--- src/sv/fwsi_pkg.sv ---
package fwsi_pkg;

	localparam int Depth   = 16;
	localparam int DataW   = 32;
	localparam int CountW  = 5;

	typedef enum logic [1:0] {
		OP_APPEND = 2'd0,
		OP_INSERT = 2'd1,
		OP_REMOVE = 2'd2,
		OP_NONE   = 2'd3
	} op_t;

	typedef enum logic [1:0] {
		ST_DONE  = 2'd0,
		ST_EMPTY = 2'd1,
		ST_FULL  = 2'd2
	} status_t;

	typedef struct packed {
		logic [1:0]              op;
		logic signed [DataW-1:0] in_value;
	} req_t;

	typedef struct packed {
		logic [1:0]              status;
		logic signed [DataW-1:0] out_value;
		logic [CountW-1:0]       count;
		logic                    is_empty;
	} result_t;

	// broadcast to every cell of the chain
	typedef struct packed {
		logic                    ins;
		logic                    sorted;
		logic                    rem;
		logic signed [DataW-1:0] value;
	} cell_cmd_t;

endpackage

--- src/sv/fifo_with_sorted_insert_core.sv ---
// result and done are registered: done rises in the cycle after the one with start
// throughput: one request per cycle, busy stays low; the whole cell chain
//   shifts and compares in parallel
// reset: arst_n clears the count, the cell valid bits and done; cell data is not reset
// the receiver cannot stall: done marks each result for a single cycle, and result holds until the next request
module fifo_with_sorted_insert_core (
	input  logic                clk,
	input  logic                arst_n,
	input  logic                start,
	output logic                busy,
	input  fwsi_pkg::req_t      req,
	output logic                done,
	output fwsi_pkg::result_t   result
);

	localparam int N = fwsi_pkg::Depth;

	fwsi_pkg::cell_cmd_t                cmd;
	logic signed [fwsi_pkg::DataW-1:0]  cell_val [N];
	logic                               cell_vld [N];
	logic                               found    [N+1];

	logic [fwsi_pkg::CountW-1:0] entry_count_q;
	logic [fwsi_pkg::CountW-1:0] count_next;
	fwsi_pkg::result_t           res_d;
	fwsi_pkg::result_t           result_q;
	logic                        done_q;
	logic                        accept;
	logic                        is_add;
	logic                        is_rem;
	logic                        full;
	logic                        empty;

	assign busy   = 1'b0;
	assign accept = start && !busy;
	assign full   = cell_vld[N-1];
	assign empty  = !cell_vld[0];
	assign is_add = (req.op == fwsi_pkg::OP_APPEND) || (req.op == fwsi_pkg::OP_INSERT);
	assign is_rem = (req.op == fwsi_pkg::OP_REMOVE);

	always_comb begin
		cmd.ins    = accept && is_add && !full;
		cmd.sorted = (req.op == fwsi_pkg::OP_INSERT);
		cmd.rem    = accept && is_rem && !empty;
		cmd.value  = req.in_value;
	end

	assign found[0] = 1'b0;

	for (genvar i = 0; i < N; i++) begin : g_cell
		logic signed [fwsi_pkg::DataW-1:0] lv;
		logic                              lvld;
		logic signed [fwsi_pkg::DataW-1:0] rv;
		logic                              rvld;

		if (i == 0) begin : g_head
			assign lv   = '0;
			assign lvld = 1'b1;
		end else begin : g_mid_l
			assign lv   = cell_val[i-1];
			assign lvld = cell_vld[i-1];
		end

		if (i == N-1) begin : g_tail
			assign rv   = '0;
			assign rvld = 1'b0;
		end else begin : g_mid_r
			assign rv   = cell_val[i+1];
			assign rvld = cell_vld[i+1];
		end

		fwsi_cell u_cell (
			.clk       (clk),
			.arst_n    (arst_n),
			.cmd       (cmd),
			.left_val  (lv),
			.left_vld  (lvld),
			.right_val (rv),
			.right_vld (rvld),
			.found_in  (found[i]),
			.found_out (found[i+1]),
			.val       (cell_val[i]),
			.vld       (cell_vld[i])
		);
	end

	always_comb begin
		count_next = entry_count_q;
		if (cmd.ins) begin
			count_next = entry_count_q + fwsi_pkg::CountW'(1);
		end else if (cmd.rem) begin
			count_next = entry_count_q - fwsi_pkg::CountW'(1);
		end

		res_d.status    = fwsi_pkg::ST_DONE;
		res_d.out_value = '0;
		if (is_add && full) begin
			res_d.status = fwsi_pkg::ST_FULL;
		end else if (is_rem && empty) begin
			res_d.status = fwsi_pkg::ST_EMPTY;
		end else if (is_rem) begin
			res_d.out_value = cell_val[0];
		end
		res_d.count    = count_next;
		res_d.is_empty = (count_next == '0);
	end

	always_ff @(posedge clk or negedge arst_n) begin
		if (!arst_n) begin
			entry_count_q <= '0;
			done_q        <= 1'b0;
		end else begin
			entry_count_q <= count_next;
			done_q        <= accept;
		end
	end

	always_ff @(posedge clk) begin
		if (accept) begin
			result_q <= res_d;
		end
	end

	assign done   = done_q;
	assign result = result_q;

endmodule

--- src/sv/fwsi_cell.sv ---
module fwsi_cell (
	input  logic                             clk,
	input  logic                             arst_n,
	input  fwsi_pkg::cell_cmd_t              cmd,
	input  logic signed [fwsi_pkg::DataW-1:0] left_val,
	input  logic                             left_vld,
	input  logic signed [fwsi_pkg::DataW-1:0] right_val,
	input  logic                             right_vld,
	input  logic                             found_in,
	output logic                             found_out,
	output logic signed [fwsi_pkg::DataW-1:0] val,
	output logic                             vld
);

	logic signed [fwsi_pkg::DataW-1:0] val_q;
	logic                              vld_q;
	logic                              take;

	// first free cell, or, on a sorted insert, first stored entry not below the new value
	assign take      = !vld_q || (cmd.sorted && (val_q >= cmd.value));
	assign found_out = found_in || take;

	always_ff @(posedge clk) begin
		if (cmd.ins) begin
			if (found_in) begin
				val_q <= left_val;
			end else if (take) begin
				val_q <= cmd.value;
			end
		end else if (cmd.rem) begin
			val_q <= right_val;
		end
	end

	always_ff @(posedge clk or negedge arst_n) begin
		if (!arst_n) begin
			vld_q <= 1'b0;
		end else if (cmd.ins) begin
			vld_q <= vld_q || left_vld;
		end else if (cmd.rem) begin
			vld_q <= right_vld;
		end
	end

	assign val = val_q;
	assign vld = vld_q;

endmodule
--- config.mk ---
export PLATFORM = sky130hd
export DESIGN_NAME = fifo_with_sorted_insert_core
export DESIGN_NICKNAME = d
export VERILOG_FILES = /design/src/sv/fwsi_pkg.sv /design/src/sv/fifo_with_sorted_insert_core.sv /design/src/sv/fwsi_cell.sv
export SDC_FILE = /design/constraint.sdc
export NUM_CORES = 2
export LEC_CHECK = 0
export BUFFER_PORTS_ARGS = -buffer_cell sky130_fd_sc_hd__buf_2
export CORE_UTILIZATION = 60
export CTS_CLUSTER_SIZE = 8
export DETAILED_ROUTE_END_ITERATION = 8
export PLACE_DENSITY = 0.79
export SETUP_SLACK_MARGIN = 0.02
export SYNTH_ARGS = -nofsm -noshare
export SYNTH_HDL_FRONTEND = slang
export SYNTH_HIERARCHICAL = 1
export SYNTH_SLANG_ARGS = --single-unit
--- constraint.sdc ---
create_clock -name clk -period 25.8 [get_ports clk]
set_clock_uncertainty 0.2 [all_clocks]
set_input_delay 3.87 -clock clk [delete_from_list [all_inputs] [get_ports clk]]
set_output_delay 3.87 -clock clk [all_outputs]
set_load 0.005 [all_outputs]
==> metrics.csv <==
stage,metric,value,unit
pwr,leakage,21.26,nW
logic_synthesis,ys_warn_count,6,
drt,wl,103400,microns
cells_and_area,seq_area,17130,sq um
worst_setup_path,crit_path_max_fanout,33,
logic_synthesis,syn_inst,4303,
logic_synthesis,synth.cell_area,42020,sq um
placed_design,io_buffers,77,
drt,drtPass1Iterations,6,
placed_design,placed_cell_area,43930,sq um
placed_design,dpl.cell_count,5261,
worst_setup_path,slowest_stage,a21oi_4,
cells_and_area,drive_gt1_share,6.652,%
die,rows,96,
cells_and_area,multi_input_area,22630,sq um
cells_and_area,instances_no_fill,5414,
pwr,p_comb_share,47.4,%
timing,fin_ws,7217,ps
worst_setup_path,critPathMaxStageDelay,950,ps
timing,tns,0,ps
global_routing,grt_max_degree,207,
global_routing,antenna_found_initial,3,
drt,drt_iter0_drc,2754,
clocking,root_buffer,clkbuf_16,
pwr,power_density,101.5,nW/um^2
clocking,cts_made_buffers,81,
drt,final_antenna_net_count,0,
placed_design,dpl_worst_slack,6828,ps
timing,holdWs,325.5,ps
timing,rsz0062_at_grt,no,
clocking,hold_buffers,0,
worst_setup_path,crit_type,in2reg,
die,fp.dieH,266.6,microns
placed_design,gp_congestion,0.8776,
clocking,clock-sinks,574,
die,die-area,71090,sq um
clocking,cts_resized,0,
pwr,p_int,2.853,mW
drt,num_vias,32260,
pwr,peakVddDrop,0.0001410,V
worst_setup_path,arrival,18610,ps
cells_and_area,area_growth,10.23,%
pwr,seqPwrFrac,30.9,%
min_path,hold_class,reg2reg,
timing,final_max_slew_viol_count,0,
die,start_util,60.94,%
worst_setup_path,critPathMostFrequentCell,a21oi_4,
cells_and_area,final_util,67.18,%
clocking,htreeDepth,3,
logic_synthesis,synth.avg_cell_area,9.764,sq um
drt,drc,0,
clocking,ctsLongestPathBuffers,3,
cells_and_area,fin_area,46320,sq um
die,die_width,266.6,microns
global_routing,grt_overflow,0,
global_routing,grt_pass1_wl,165200,microns
timing,setup_viol,0,
timing,tightestPinTransition,1245,ps
worst_setup_path,critPathCaptureType,register,
outcome,status,"finished, final reports clean",
timing,fin_crit_sh,72.03,%
die,coreArea,68950,sq um
pwr,power.total,4.703,mW
timing,relSlewSlack,16.82,%
global_routing,grt_use_total,29.02,%
placed_design,dp_hpwl,75920,microns
clocking,cts_setup_buffers,0,
cells_and_area,fin_nets,4964,
run,maxCapViolations,0,
clocking,cts_tree,built,
timing,fin_crit,18580,ps
clocking,path_clk_slew,50,ps
worst_setup_path,cp.required,25820,ps
die,io_pins,79,
clocking,clock_latency,630,ps
timing,max_freq,53.81,MHz
pwr,power.switching,1.850,mW
worst_setup_path,start_kind,input port,
drt,via_per_inst,5.959,
timing,final_hold_viol_count,0,
cells_and_area,fillers,5304,
pwr,switching_share,39.33,%
pwr,p_clk_share,21.6,%
drt,wl_per_cell,19.11,microns
global_routing,grt_pass1_vias,31260,
## state kept, by name, indices dropped and copies added (netlist names)
signal / flops
result: 40
entry_count_q: 5
g_cell.u_cell/val: 512
g_cell.u_cell/vld: 16
done: 1
## worst paths after layout
kind | to | slack (ps) | cells after the start | from
worst max-delay path | g_cell[15].u_cell/val[24] | 7220 | 64 | req[30]
worst min-delay path | entry_count_q[4] | 330 | 1 | entry_count_q[4]
worst max register to register | g_cell[15].u_cell/val[24] | 10370 | 61 | g_cell[0].u_cell/val[14]
worst min register to register | entry_count_q[4] | 330 | 1 | entry_count_q[4]
max in group asynchronous | g_cell[15].u_cell/vld | 21860 | 1 | arst_n
min in group asynchronous | done | 3080 | 1 | arst_n
## per-layer routing
metal / global-route usage [%] / part of all wire [%] / vias up
met3: 3.275 / 5.7 / 197
met1: 38.42 / 43 / 15200
met5: 0 / 0 / -
li1: - / - / 15800
met2: 49.53 / 48 / 1065
met4: 9.459 / 3.2 / 0
## critical path: cells and delay by family
family,cells,cell delay (ps)
compound gates,33,5810
fa+ha+maj,1,330
buf+inv,12,4560
simple gates,18,3950
## power groups by stage
stage / clock [mW] / combinational [mW] / sequential [mW]
finish: 1.02 / 2.23 / 1.46
global route: 1.07 / 2.43 / 1.48
CTS: 1.03 / 2.22 / 1.45
detailed placement: 0 / 2.21 / 1.47
global placement: 0 / 2.14 / 1.46
floorplan: 0 / 1.75 / 1.41
## cell usage in the layout (no fill, tap or decap), drive strengths merged, types with 81 or more instances in the layout
cell,instances
a21oi,721
inv,566
edfxtp,552
nor2,529
mux2i,528
ha,514
clkbuf,148
buf,141
nand4,97
nand3,81
## final cells by class
type,count,share of cell area (%)
antenna,3,0.01621
clock buffer,148,5.103
clock inverter,2,0.03782
inverter,564,4.587
multi-input combinational,3051,48.87
sequential,574,36.98
tap,931,2.515
timing repair buffer,141,1.896
(Power assumes the default switching activity.)
